==> src/rtl/core/otdd_pkg.sv <==
// package with payload and state types of the offset table delta decoder
`default_nettype none

package otdd_pkg;

   localparam int unsigned DeltaWidth = 30;
   localparam int unsigned AddrWidth  = 32;

   // header kinds, taken from the top two bits of a header byte
   localparam logic [1:0] KIND_NONE  = 2'b00;
   localparam logic [1:0] KIND_SHORT = 2'b01;
   localparam logic [1:0] KIND_MID   = 2'b10;
   localparam logic [1:0] KIND_LONG  = 2'b11;

   // continuation bytes expected after a header
   localparam logic [1:0] PENDING_MID  = 2'd1;
   localparam logic [1:0] PENDING_LONG = 2'd3;

   typedef struct packed {
      logic [7:0] table_byte;
      logic       last_in_table;
   } otdd_req_type;

   typedef struct packed {
      logic [AddrWidth-1:0] rel_offset;
      logic [AddrWidth-1:0] abs_address;
      logic                 no_advance;
   } otdd_rsp_type;

   typedef struct packed {
      logic [AddrWidth-1:0]  running_offset;
      logic [1:0]            bytes_pending;
      logic [DeltaWidth-1:0] partial_delta;
   } otdd_state_type;

endpackage

`default_nettype wire

==> src/rtl/core/otdd_decode.sv <==
// one-byte decode step: next decoder state and the result it completes
`default_nettype none

module otdd_decode (
   input  otdd_pkg::otdd_state_type       state,
   input  otdd_pkg::otdd_req_type         req,
   input  logic [otdd_pkg::AddrWidth-1:0] base_address,
   output otdd_pkg::otdd_state_type       state_next,
   output logic                           emit,
   output otdd_pkg::otdd_rsp_type         rsp
);

   logic [1:0]                       kind;
   logic [5:0]                       low;
   logic [otdd_pkg::DeltaWidth-1:0]  shifted_delta;
   logic [otdd_pkg::DeltaWidth-1:0]  delta;
   logic                             advance;
   logic                             flag;
   logic [otdd_pkg::AddrWidth-1:0]   offset_sum;

   assign kind          = req.table_byte[7:6];
   assign low           = req.table_byte[5:0];
   assign shifted_delta = {state.partial_delta[otdd_pkg::DeltaWidth-9:0], req.table_byte};

   always_comb begin
      state_next = state;
      emit       = 1'b0;
      advance    = 1'b0;
      flag       = 1'b0;
      delta      = '0;
      if (state.bytes_pending == 2'd0) begin
         unique case (kind)
            otdd_pkg::KIND_LONG: begin
               state_next.partial_delta = {{(otdd_pkg::DeltaWidth-6){1'b0}}, low};
               state_next.bytes_pending = otdd_pkg::PENDING_LONG;
            end
            otdd_pkg::KIND_MID: begin
               state_next.partial_delta = {{(otdd_pkg::DeltaWidth-6){1'b0}}, low};
               state_next.bytes_pending = otdd_pkg::PENDING_MID;
            end
            otdd_pkg::KIND_SHORT: begin
               delta   = {{(otdd_pkg::DeltaWidth-6){1'b0}}, low};
               advance = 1'b1;
               emit    = 1'b1;
            end
            default: begin
               flag = 1'b1;
               emit = 1'b1;
            end
         endcase
      end else begin
         state_next.partial_delta = shifted_delta;
         state_next.bytes_pending = state.bytes_pending - 2'd1;
         if (state.bytes_pending == 2'd1) begin
            delta   = shifted_delta;
            advance = 1'b1;
            emit    = 1'b1;
         end
      end
      // word delta scaled to bytes
      offset_sum = state.running_offset + {delta, 2'b00};
      if (advance) begin
         state_next.running_offset = offset_sum;
      end
      // end of table: start the next table from a clean state
      if (req.last_in_table) begin
         state_next = '0;
      end
   end

   always_comb begin
      rsp.rel_offset  = advance ? offset_sum : state.running_offset;
      rsp.abs_address = base_address + rsp.rel_offset;
      rsp.no_advance  = flag;
   end

endmodule

`default_nettype wire

==> src/rtl/core/offset_table_delta_decoder_unit.sv <==
// top level of the offset table delta decoder
//
// Usage: table bytes enter on the req_ channel, one transaction per byte,
// with last_in_table set on the final byte of a table. Each completed
// group gives one transaction on the rsp_ channel carrying the running
// offset, base plus offset, and the no-advance flag for 00 headers.
// Header bytes of multi-byte groups and continuation bytes other than the
// last give no result; a group cut short by the end of the table is
// dropped. The base address is written on the csr_ channel (always
// ready); the user must do so only while the block is idle, which the
// block itself does not enforce. A byte in the input register is
// decoded combinationally and its result registered in the output
// register behind rsp_valid. Throughput: one byte per cycle, set by the
// single decode step between the two registers, while req_stall is low.
// Reset clears the decoder state, the base address and both valid flags.
// When rsp_stall is high the held result stays put; one more byte that
// completes a group waits in the input register and req_stall rises;
// bytes that complete nothing keep flowing.
`default_nettype none

module offset_table_delta_decoder_unit (
   input  logic                           clock,
   input  logic                           reset,
   input  logic                           req_valid,
   output logic                           req_stall,
   input  otdd_pkg::otdd_req_type         req_data,
   output logic                           rsp_valid,
   input  logic                           rsp_stall,
   output otdd_pkg::otdd_rsp_type         rsp_data,
   input  logic                           csr_valid,
   output logic                           csr_ready,
   input  logic [otdd_pkg::AddrWidth-1:0] csr_data
);

   logic                           in_valid_ff;
   otdd_pkg::otdd_req_type         in_data_ff;
   otdd_pkg::otdd_state_type       state_ff;
   otdd_pkg::otdd_state_type       state_in;
   logic [otdd_pkg::AddrWidth-1:0] base_ff;
   logic                           out_valid_ff;
   otdd_pkg::otdd_rsp_type         out_data_ff;
   otdd_pkg::otdd_rsp_type         out_data_in;
   logic                           emit;
   logic                           advance;
   logic                           commit;

   otdd_decode u_decode (
      .state        (state_ff),
      .req          (in_data_ff),
      .base_address (base_ff),
      .state_next   (state_in),
      .emit         (emit),
      .rsp          (out_data_in)
   );

   // the input register moves on unless its result has nowhere to go
   assign advance   = !(emit && out_valid_ff && rsp_stall);
   assign commit    = in_valid_ff && advance;
   assign req_stall = in_valid_ff && !advance;
   assign csr_ready = 1'b1;
   assign rsp_valid = out_valid_ff;
   assign rsp_data  = out_data_ff;

   always_ff @(posedge clock) begin
      if (reset) begin
         base_ff <= '0;
      end else if (csr_valid && csr_ready) begin
         base_ff <= csr_data;
      end
   end

   always_ff @(posedge clock) begin
      if (reset) begin
         in_valid_ff <= 1'b0;
      end else if (!req_stall) begin
         in_valid_ff <= req_valid;
      end
   end

   always_ff @(posedge clock) begin
      if (!req_stall && req_valid) begin
         in_data_ff <= req_data;
      end
   end

   always_ff @(posedge clock) begin
      if (reset) begin
         state_ff <= '0;
      end else if (commit) begin
         state_ff <= state_in;
      end
   end

   always_ff @(posedge clock) begin
      if (reset) begin
         out_valid_ff <= 1'b0;
      end else if (commit && emit) begin
         out_valid_ff <= 1'b1;
      end else if (!rsp_stall) begin
         out_valid_ff <= 1'b0;
      end
   end

   always_ff @(posedge clock) begin
      if (commit && emit) begin
         out_data_ff <= out_data_in;
      end
   end

`ifndef NO_ASSERTIONS
   // a held result is never overwritten
   a_rsp_hold: assert property (@(posedge clock) disable iff (reset)
      (rsp_valid && rsp_stall) |=> (rsp_valid && $stable(rsp_data)))
      else $error("result changed while stalled");

   // a last byte leaves the decoder clean
   a_table_end: assert property (@(posedge clock) disable iff (reset)
      (commit && in_data_ff.last_in_table) |=> (state_ff == '0))
      else $error("state not cleared at table end");

   // gathered delta never exceeds what the pending count allows
   a_delta_width_2: assert property (@(posedge clock) disable iff (reset)
      (state_ff.bytes_pending == 2'd2) |-> (state_ff.partial_delta[29:14] == '0))
      else $error("partial delta too wide with two bytes pending");

   a_delta_width_1: assert property (@(posedge clock) disable iff (reset)
      (state_ff.bytes_pending == 2'd1) |-> (state_ff.partial_delta[29:22] == '0))
      else $error("partial delta too wide with one byte pending");

   // the input stage only stalls behind a blocked result
   a_stall_cause: assert property (@(posedge clock) disable iff (reset)
      req_stall |-> (out_valid_ff && rsp_stall && emit))
      else $error("input stalled without a blocked result");
`endif

endmodule

`default_nettype wire
==> config.mk <==
export PLATFORM = sky130hd
export DESIGN_NAME = offset_table_delta_decoder_unit
export DESIGN_NICKNAME = d
export VERILOG_FILES = /design/src/rtl/core/otdd_pkg.sv /design/src/rtl/core/otdd_decode.sv /design/src/rtl/core/offset_table_delta_decoder_unit.sv
export SDC_FILE = /design/constraint.sdc
export NUM_CORES = 1
export LEC_CHECK = 0
export ABC_AREA = 1
export BUFFER_PORTS_ARGS = -buffer_cell sky130_fd_sc_hd__buf_2
export CORE_ASPECT_RATIO = 0.9
export CORE_UTILIZATION = 59
export DETAILED_ROUTE_END_ITERATION = 8
export GPL_ROUTABILITY_DRIVEN = 0
export PLACE_DENSITY_LB_ADDON = 0.2
export SYNTH_ARGS = -nofsm -noshare
export SYNTH_HDL_FRONTEND = slang
export SYNTH_SLANG_ARGS = --single-unit
==> constraint.sdc <==
create_clock -name clock -period 4.6 [get_ports clock]
set_clock_uncertainty 0.2 [all_clocks]
set_input_delay 0.92 -clock clock [delete_from_list [all_inputs] [get_ports clock]]
set_output_delay 0.92 -clock clock [all_outputs]
set_load 0.02 [all_outputs]
; ---- Word-level counts from Yosys, hierarchy flattened
; Index checks and enable logic that the tools add are counted.
[classes]
n_reduce_logical = 12
eq_ne = 6
mux = 15
addsub = 3
[op_table]
columns = operator, count
row1 = $add A32 B32 Y32, 2
row2 = $mux W32, 2
row3 = $mux W64, 1
row4 = $pmux W32 S2, 1
row5 = $mux W30, 2
row6 = $mux W1, 8
row7 = $logic_and A1 B1 Y1, 6
row8 = $mux W6, 1
row9 = $eq A2 B1 Y1 const B, 2
row10 = $eq A2 B2 Y1 const B, 2
row11 = $ne A4 B4 Y1 const B, 1
row12 = $reduce_or A3 Y1, 1
row13 = $logic_not A1 Y1, 2
row14 = $logic_not A2 Y1, 1
row15 = $ne A2 B1 Y1 const B, 1
row16 = $reduce_and A2 Y1, 1
row17 = $reduce_or A2 Y1, 1
row18 = $sub A2 B1 Y2 const B, 1
[totals]
output_inout_bits = 68
input_bits = 46
reg_bits = 164
elab_cells = 47

; ---- Longest topological paths before layout
; Gate-level depths: netlist (run 1).
[depth]
depth_word = 10
ltp_mapped = 28
mapped_depth_nobuf = 27

; ---- Cells and area by module
; From an unflattened synthesis (run 1), not the netlist that was laid out.
[unflattened]
cells_unflattened = 1582
area_unflattened_um2 = 11164.5
[modules_own_cells]
columns = module, seq_area_each_um2, n_inst, cells_each, area_per_inst_um2
row1 = offset_table_delta_decoder_unit, 4184.0, 1, 649, 6279.8
row2 = otdd_decode, 0.0, 1, 933, 4884.7

; ---- Worst setup path before layout (run 1)
; No wires, ideal clock.
[synth_timing]
path_kind = reg2reg
from = register in_data_ff[7] in the netlist's numbering
to = register out_data_ff, in the netlist rsp_data[28], data pin
n_path_buf = 1
path_slack_ps = 601
arrival_time_ps = 3546
t_required_ps = 4148
stages_incl_launch_ff = 24
setup_time_ps = 252
period_less_slack_ps = 3999
path_cell_list = edfxtp_1 inv_1 nor2_1 o21ai_1 buf_2 nor2_1 ha_1 fa_1 nand3_1 nand3_1 nand2_1 nand3_1 nand2_1 nand3_1 xnor2_1 a21oi_1 ha_1 a21oi_1 o21ai_0 a21o_1 a221oi_1 nand2_1 nand2_1 nand2_1
[synth_lines]
columns = item, line_no
row1 = from (decl), offset_table_delta_decoder_unit.sv:36  ; otdd_pkg::otdd_req_type in_data_ff;
row2 = from (signal assigned), offset_table_delta_decoder_unit.sv:82  ; in_data_ff <= req_data;
row3 = to (signal assigned), offset_table_delta_decoder_unit.sv:106  ; out_data_ff <= out_data_in;
row4 = to (decl), offset_table_delta_decoder_unit.sv:41  ; otdd_pkg::otdd_rsp_type out_data_ff;

==> run summary, run 1 <==
Critical Path Start Type: register
CP Class: reg -> reg
EDFF count, synth: 72
Ys Warns: 0
DRT Pass-1 Iters: 5
latest clock arrival within the worst-skew pair: 440 ps
GRT Resource Usage Total: 0.3160
HPWL after DPL: 19040 microns
mux contribution to synthesized area: 0
Max-cap violations: 0
main combinational cell family by area after synthesis: simple AND/OR/NAND/NOR gates
pin count of the biggest net entering global routing: 55
Syn Inst Count: 1301
outcome: finished, final reports clean
crit end category: register
Die Area: 16880 sq um
Reg clk slew, reported paths: 70 ps
initial antenna violation count: 0
Post-DRT Antenna Nets: 0
first-pass GRT wire length: 40680 microns
drt wl/cell: 15.69 microns
Antenna diodes: 0
final setup TNS: 0 ps
CTS tree: built
Post-Synth Simple-Gate Area: 0.2599
R2R setup slack: 210 ps
Avg Inst Size Synth: 7.423 sq um
post-synthesis sequential area ratio: 0.4063
# fillers: 1262
#FFs+latches synth: 160
IO Pins: 114
core area: 15710 sq um
complex-gate fraction of the synthesized area: 0.1393
dpl ws: 144.4 ps
Cell variety after synth: 42
P&R area growth vs syn: 16.56%
die width: 136.9 microns
CTS Buffer Depth: 2
VDD IR max: 0.3512 mV
H-tree levels: 4
vias per cell: 5.500
top_reg_cell synth: dfxtp_1
die height: 123.4 microns
min-delay worst type: reg -> reg
Final Slew Violations: 0
grt ovf: 0
Slew HR: 0.1650
Final #Nets: 1538
Final Total Pwr: 3.688 mW
register area: 3925 sq um
Final period util: 0.9539
worst setup margin: 212.2 ps
I/O Buffers: 110
Initial Util: 0.6147
DR DRC count: 0
CP max FO: 5
Synth Area in XOR/XNOR: 0.03809
initial DRC count: 767
Worst Path Arrival: 4380 ps
Syn Std Cell Area: 9657 sq um
Adder-Cell Fraction of Synth Area: 0.07852
footprint of the multi-input gates: 5071 sq um
Async S/R FF share, synth: 0
worst slew pin tran: 1252 ps
Routed WL: 25850 microns
Max Clock Freq: 0.2279 GHz
Req. time, crit path: 4590 ps
CTS Sinks: 160
Leak: 5.318 nW
Rows: 43
CTS root buf: clkbuf_16
Hold Violations, Final: 0
number of global-route vias before repair: 8344
total CTS buffers: 17
Period minus WS final: 4388 ps
setup violators final: 0
pwr dens: 327.7 nW/um^2
share of cells above drive strength 1: 0.1626
vias: 9059
## final timing paths
check                                              from                endpoint  depth (start not counted)
worst max-delay path            in_data_ff[7]$_DFFE_PP_  rsp_data[32]$_DFFE_PP_                         25
worst min-delay path            base_ff[0]$_SDFFE_PP0P_   rsp_data[1]$_DFFE_PP_                          0
worst max register to register  in_data_ff[7]$_DFFE_PP_  rsp_data[32]$_DFFE_PP_                         25
worst min register to register  base_ff[0]$_SDFFE_PP0P_   rsp_data[1]$_DFFE_PP_                          0
## what timing repair did
action / 4_1_cts / 5_1_grt
gates resized for setup: 0 / 25
hold buffers: 0 / 0
endpoints found under the setup margin: 0 / 15
buffers inserted: 0 / 2
## metrics by stage
step,hold WS (ps),cell area [sq um],instances,util
global placement,207.4,10590,1613,0.6742
floorplan,202.9,9661,1302,-
finish,224.6,11260,1647,0.7165
global route,230.9,11260,1647,0.7165
detailed placement,210.2,10590,1613,0.6742
CTS,225.9,11160,1645,0.7106
## sequential cells by signal, indices dropped and copies added (netlist names)
name	count
state_ff	54
rsp_valid	1
in_valid_ff	1
rsp_data	63
in_data_ff	9
base_ff	32
## routing by layer
| layer | vias up | GRT usage | part of all wire |
|---|---|---|---|
| li1 | 4538 | - | - |
| met1 | 4116 | 0.4307 | 0.46 |
| met2 | 344 | 0.4905 | 0.44 |
| met3 | 61 | 0.06847 | 0.075 |
| met4 | 0 | 0.1229 | 0.030 |
| met5 | - | 0 | 0 |
## power by group
group	leakage, nW	switching (mW)	internal [mW]
Sequential	1.40	0.0382	1.59
Combinational	3.64	0.442	0.240
Clock	0.275	0.620	0.760
Total	5.32	1.10	2.59
## cell usage after synthesis, types with 3 or more instances
cell | count | area [sq um]
nand2_2 | 5 | 31.28
nand4_1 | 13 | 81.33
xor2_1 | 19 | 166.4
inv_1 | 145 | 544.3
nor2_1 | 187 | 701.9
nand3b_1 | 9 | 67.56
ha_1 | 59 | 738.2
nand3_1 | 47 | 235.2
and2_1 | 5 | 31.28
o21bai_1 | 9 | 67.56
a21oi_2 | 7 | 61.31
a21o_1 | 5 | 37.54
edfxtp_1 | 72 | 2162
o21a_1 | 5 | 37.54
buf_2 | 10 | 50.05
a22oi_1 | 4 | 30.03
nor3_1 | 8 | 40.04
clkbuf_1 | 23 | 86.33
a211oi_1 | 15 | 112.6
dfxtp_1 | 88 | 1762
a21oi_1 | 133 | 665.6
nor2_2 | 6 | 37.54
xnor2_1 | 23 | 201.4
buf_4 | 4 | 30.03
nand3_2 | 3 | 30.03
o21ai_0 | 55 | 275.3
nand2_1 | 318 | 1194
or2_2 | 3 | 18.77
## kinds of logic (layout without fill, tap and decap cells)
logic type                 after synthesis  in the layout
AOI/OAI and AO/OA                      241            241
and+or+nand+nor                        609            609
xor gates and xnor gates                42             42
adders and majority gates               60             60
buffers and inverters                  187            330
other                                    2              3
DFF                                    160            160
## worst max-delay path, cell delays in order, from the launching register on
cell	delay, ps
edfxtp_1	440
inv_1	100
nor2_1	50
o21ai_2	160
nor2_1	60
ha_1	200
fa_1	420
nand3_1	120
nand3_2	130
nand2_1	90
nand3_1	150
nand2_1	100
nand3_1	100
xnor2_1	210
a21oi_1	130
ha_1	350
a21oi_1	190
o21ai_1	150
a21oi_1	170
inv_1	70
nand2_1	70
nand2_1	80
a31oi_2	190
inv_1	70
nand3_1	80
nand2_1	50
## area by class of cell
cell class	count	area share
clock buffers	21	0.04269
multi-input cells	955	0.4505
well taps	202	0.02245
inverters	147	0.04902
flip-flops and latches	160	0.3487
clock inverters	11	0.008115
repair buffers	151	0.07848
## placed cells by master, fill, tap and decap left out, types with 2 or more instances in the layout
cell type	count
nor2_1	186
and2_1	5
a221oi_1	2
nand3b_1	9
a21o_1	5
buf_12	2
nand4_1	13
o21ai_1	5
o21bai_1	8
buf_4	39
inv_6	5
nand2_1	318
nor2_2	7
nor4_1	2
inv_2	4
o21a_1	5
a22oi_1	4
edfxtp_1	72
clkbuf_16	17
clkinvlp_4	3
o21ai_2	2
conb_1	3
nor3_1	7
inv_1	143
a21oi_2	18
or2_2	3
xnor2_1	23
xor2_1	19
dfxtp_1	87
nand3_2	5
a21oi_1	122
nor2_4	2
a211oi_1	15
nand2_2	5
nand3_1	45
clkbuf_8	4
buf_2	110
ha_1	58
o21ai_0	50
Note: power is estimated with default switching activity, not from simulation.
==> run 2, diff against run 1 <==
--- a/config.mk
+++ b/config.mk
@@ -12,6 +12,7 @@
 export DETAILED_ROUTE_END_ITERATION = 8
 export GPL_ROUTABILITY_DRIVEN = 0
 export PLACE_DENSITY_LB_ADDON = 0.2
+export REMOVE_ABC_BUFFERS = 1
 export SYNTH_ARGS = -nofsm -noshare
 export SYNTH_HDL_FRONTEND = slang
 export SYNTH_SLANG_ARGS = --single-unit
==> run 2 against run 1 <==
Compared with the run above: clock power up 7%; non-clock buffer count down 22; via count about the same; die area unchanged.
==> run summary, run 2 (synthesized netlist as in run 1, its figures left out) <==
outcome: finished, final reports clean
CTS Buffer Depth: 2
Post-DRT Antenna Nets: 0
DR DRC count: 0
CP Class: reg -> reg
Comb pwr share: 0.178
Max-cap violations: 0
Req. time, crit path: 4590 ps
HPWL after DPL: 18690 microns
CTS tree: built
hold buffer count at CTS: 0
initial DRC count: 736
R2R setup slack: 230 ps
Clk network pwr share: 0.390
P&R area growth vs syn: 16.14%
Leak: 5.246 nW
Slew HR: 0.1184
Critical Path Start Type: register
Final period util: 0.9500
# fillers: 1310
Die Area: 16880 sq um
core area: 15710 sq um
DP Area: 10430 sq um
GRT Resource Usage Total: 0.3163
vias: 9053
Hold Violations, Final: 0
die width: 136.9 microns
Internal Power: 2.671 mW
pwr dens: 335.1 nW/um^2
CTS Sinks: 160
drt wl/cell: 15.66 microns
die height: 123.4 microns
number of global-route vias before repair: 8249
CP max FO: 5
latest clock arrival within the worst-skew pair: 440 ps
CTS root buf: clkbuf_16
Max Clock Freq: 0.2288 GHz
Routed WL: 25450 microns
most frequent cells in the layout: nand2_1, nor2_1, inv_1
grt ovf: 0
min-delay worst type: reg -> reg
VDD IR max: 0.2951 mV
Initial Util: 0.6147
Final Slew Violations: 0
fin area: 11220 sq um
Final #Nets: 1516
crit end category: register
pin count of the biggest net entering global routing: 55
initial antenna violation count: 0
commonest non-fill, non-tap cell in the layout: nand2_1
final setup TNS: 0 ps
Rows: 43
number of flip-flops in the largest register: 63
Reg clk slew, reported paths: 70 ps
IO Pins: 114
DRT Pass-1 Iters: 7
worst slew pin tran: 1322 ps
H-tree levels: 4
part of the power in registers: 0.432
share of cells above drive strength 1: 0.1616
I/O Buffers: 110
total CTS buffers: 17
vias per cell: 5.571
Net Sw Power: 1.088 mW
Antenna diodes: 0
Period minus WS final: 4370 ps
Switching Share: 0.2894
first-pass GRT wire length: 40410 microns
Worst Path Arrival: 4360 ps
setup violators final: 0
[run 2: cell count changes in the layout (fill, tap and decap cells not counted), moves of 4 or more]
cell     previous run  this run
a21oi_2            18        22
buf_4              39        17
xnor2_1            23        19
a21oi_1           122       116
xnor2_2             0         4
[run 2: area by class of cell]
cell class	count	area (sq um)	share of cell area
clock buffers	20	466.7	0.04161
flip-flops and latches	160	3925	0.3500
well taps	202	252.7	0.02253
inverters	147	551.8	0.04920
clock inverters	12	145.1	0.01294
multi-input cells	955	5156	0.4597
repair buffers	129	718.2	0.06403
[run 2: power by group through the flow]
stage | combinational (mW) | sequential [mW] | clock, mW
after global routing | 0.731 | 1.63 | 1.54
after floorplan | 0.389 | 1.69 | 0
after CTS | 0.637 | 1.62 | 1.47
after detailed placement | 0.627 | 1.65 | 0
final | 0.668 | 1.62 | 1.47
after global placement | 0.618 | 1.65 | 0
[run 2: what timing repair did]
item / 4_1_cts / 5_1_grt
setup buffers: 0 / 1
gates resized for setup: 0 / 43
setup endpoints to repair: 0 / 16
[run 2: stage by stage]
step | util | hold slack [ps] | cells | total power [mW] | setup WS, ps
after detailed placement | 0.6641 | 219.9 | 1592 | 2.282 | 94.55
after global routing | 0.7139 | 254.7 | 1625 | 3.899 | -0.2576
after floorplan | - | 202.9 | 1262 | 2.076 | 401.2
final | 0.7139 | 230.8 | 1625 | 3.759 | 229.9
after global placement | 0.6641 | 209.0 | 1592 | 2.269 | 302.1
after CTS | 0.7031 | 237.1 | 1624 | 3.736 | 23.08
[run 2: per-layer routing]
| layer | vias up | part of all wire | GRT usage |
|---|---|---|---|
| met4 | 0 | 0.027 | 0.1346 |
| met5 | - | 0 | 0 |
| met2 | 382 | 0.46 | 0.5127 |
| li1 | 4488 | - | - |
| met1 | 4125 | 0.44 | 0.4066 |
| met3 | 58 | 0.078 | 0.07175 |
[run 2: critical path, cell delays in order, from the launching register on]
cell and delay [ps]:
edfxtp_1 430, inv_1 110, nor2_1 60, o21ai_2 170, nor2_1 80, ha_1 220
fa_2 390, nand3_1 120, nand3_2 150, nand2_1 110, nand3_2 140, nand2_1 120
nand3_1 110, xnor2_2 190, a21oi_2 90, ha_1 370, inv_1 100, nor3_1 230
and2_1 190, nand4_1 130, nand3_2 160, a21oi_1 90, xnor2_1 140
[run 2: worst paths after layout]
kind | startpoint | endpoint | cells past startpoint
setup / recovery | in_data_ff[7]$_DFFE_PP_ | rsp_data[31]$_DFFE_PP_ | 22
hold / removal | base_ff[1]$_SDFFE_PP0P_ | rsp_data[2]$_DFFE_PP_ | 0
setup reg to reg | in_data_ff[7]$_DFFE_PP_ | rsp_data[31]$_DFFE_PP_ | 22
hold reg to reg | base_ff[1]$_SDFFE_PP0P_ | rsp_data[2]$_DFFE_PP_ | 0
==> run 3, diff against run 2 <==
==> constraint.sdc (replaced) <==
create_clock -name clock -period 4.6 [get_ports clock]
set_clock_uncertainty 0.2 [all_clocks]
set_input_delay 0.46 -clock clock [delete_from_list [all_inputs] [get_ports clock]]
set_output_delay 0.46 -clock clock [all_outputs]
set_load 0.02 [all_outputs]
==> run 3 against run 2 <==
Compared with the run above: sequential share of layout area is 0.24 points lower; cell area is 0.70% higher; non-clock buffer count is 15 higher; register-to-register slack worse by 95 ps; clock power hardly changed; routed wire length hardly changed; largest cell class unchanged; highest routed layer unchanged.
==> run summary, run 3 (synthesized netlist as in run 1, its figures left out) <==
initial antenna violation count: 0
share of cells above drive strength 1: 0.1530
RR Endpoint: rsp_data[32]$_DFFE_PP_
crit-path most repeated cell: nand2_1
commonest non-fill, non-tap cell in the layout: nand2_1
latest clock arrival within the worst-skew pair: 440 ps
Max-cap violations: 0
setup violators final: 0
CP max FO: 19
CP Class: reg -> reg
Final Total Pwr: 3.788 mW
Die Area: 16880 sq um
Routed WL: 25470 microns
Net Sw Power: 1.098 mW
Comb pwr share: 0.179
IO Pins: 114
CTS tree: built
Leak: 5.291 nW
Reg clk slew, reported paths: 70 ps
R2R setup slack: 130 ps
slowest CP cell: dfxtp_2
Final period util: 0.9707
GRT Resource Usage Total: 0.3101
Clk network pwr share: 0.392
pin count of the biggest net entering global routing: 56
crit end category: register
die width: 136.9 microns
Antenna diodes: 0
min-delay worst type: in -> reg
WHS Endpoint: base_ff[7]$_SDFFE_PP0P_
Slew HR: 0.1708
grt ovf: 0
CTS Sinks: 160
Switching Share: 0.2898
CTS Buffer Depth: 2
Hold Path Cell Cnt: 3
number of flip-flops in the largest register: 63
Final Slew Violations: 0
core area: 15710 sq um
worst slew pin tran: 1244 ps
Period minus WS final: 4465 ps
Hold Violations, Final: 0
DR DRC count: 0
initial DRC count: 682
Worst Path Arrival: 4460 ps
worst hold start: csr_data[7]
Max Clock Freq: 0.2240 GHz
Rows: 43
Req. time, crit path: 4590 ps
reg2reg path depth: 25
first-pass GRT wire length: 39850 microns
Critical R2R Launch: state_ff[30]$_SDFFE_PP0P_
P&R area growth vs syn: 16.96%
part of the power in registers: 0.429
CTS root buf: clkbuf_16
HPWL after DPL: 18660 microns
RSZ-0062 raised after global routing: true
Critical Path Start Type: register
outcome: finished, final reports clean
Post-DRT Antenna Nets: 0
Initial Util: 0.6147
slowest stage delay, CP: 380 ps
CP Launch Point: state_ff[30]$_SDFFE_PP0P_
most frequent cells in the layout: nand2_1, nor2_1, inv_1
VDD IR max: 0.3443 mV
number of global-route vias before repair: 8275
DRT Pass-1 Iters: 7
Final #Nets: 1531
total CTS buffers: 17
Final Util: 0.7189
I/O Buffers: 110
Internal Power: 2.690 mW
H-tree levels: 4
vias: 9018
pwr dens: 335.4 nW/um^2
vias per cell: 5.499
drt wl/cell: 15.53 microns
die height: 123.4 microns
## run 3: what timing repair did
item	in CTS	in global routing
setup endpoints to repair	0	15
resized for setup	0	28
hold buffers	7	2
buffers inserted	0	1
hold endpoints to repair	7	2
## run 3: critical path: cells and delay by family (launching register included)
kind / cells / cell delay (ps)
flops: 1 / 380
compound gates: 5 / 970
fa+ha+maj: 2 / 570
buf+inv: 6 / 590
simple gates: 12 / 1500
## run 3: area by class of cell
cell class,instances,area (sq um)
inverters,147,551.8
clock inverters,13,176.4
well taps,202,252.7
fillers,1284,4415
repair buffers,144,853.3
flip-flops and latches,160,3925
clock buffers,19,432.9
multi-input cells,955,5102
## run 3: worst max-delay path by stage
stage	to	slack [ps]	cells after the start
floorplan	rsp_data[28]$_DFFE_PP_	400	22
global placement	rsp_data[32]$_DFFE_PP_	260	24
detailed placement	rsp_data[32]$_DFFE_PP_	170	24
CTS	rsp_data[32]$_DFFE_PP_	70	28
global route	rsp_data[32]$_DFFE_PP_	-110	28
finish	rsp_data[32]$_DFFE_PP_	130	25
## run 3: through the flow
step	hold slack, ps	setup TNS, ps	cell area (sq um)	instances	worst slack, ps
after floorplan	202.9	0	9468	1262	401.2
after global placement	207.9	0	10480	1598	264.8
after detailed placement	215.6	0	10480	1598	169.7
after CTS	0.2427	0	11160	1637	74.38
after global routing	37.52	-227.6	11290	1640	-111.6
final	42.57	0	11290	1640	134.8
## run 3: metal layers
metal  up-vias  global-route usage  share of wire
met1      4099              0.4098           0.45
met5         -                   0              0
met2       351              0.4857           0.45
met3        55             0.07421          0.077
li1       4513                   -              -
met4         0              0.1332          0.029
## run 3: power by group through the flow
| stage | sequential, mW | combinational [mW] | clock (mW) |
|---|---|---|---|
| floorplan | 1.69 | 0.389 | 0 |
| global placement | 1.65 | 0.625 | 0 |
| detailed placement | 1.65 | 0.635 | 0 |
| CTS | 1.62 | 0.650 | 1.49 |
| global route | 1.63 | 0.741 | 1.55 |
| finish | 1.62 | 0.679 | 1.48 |
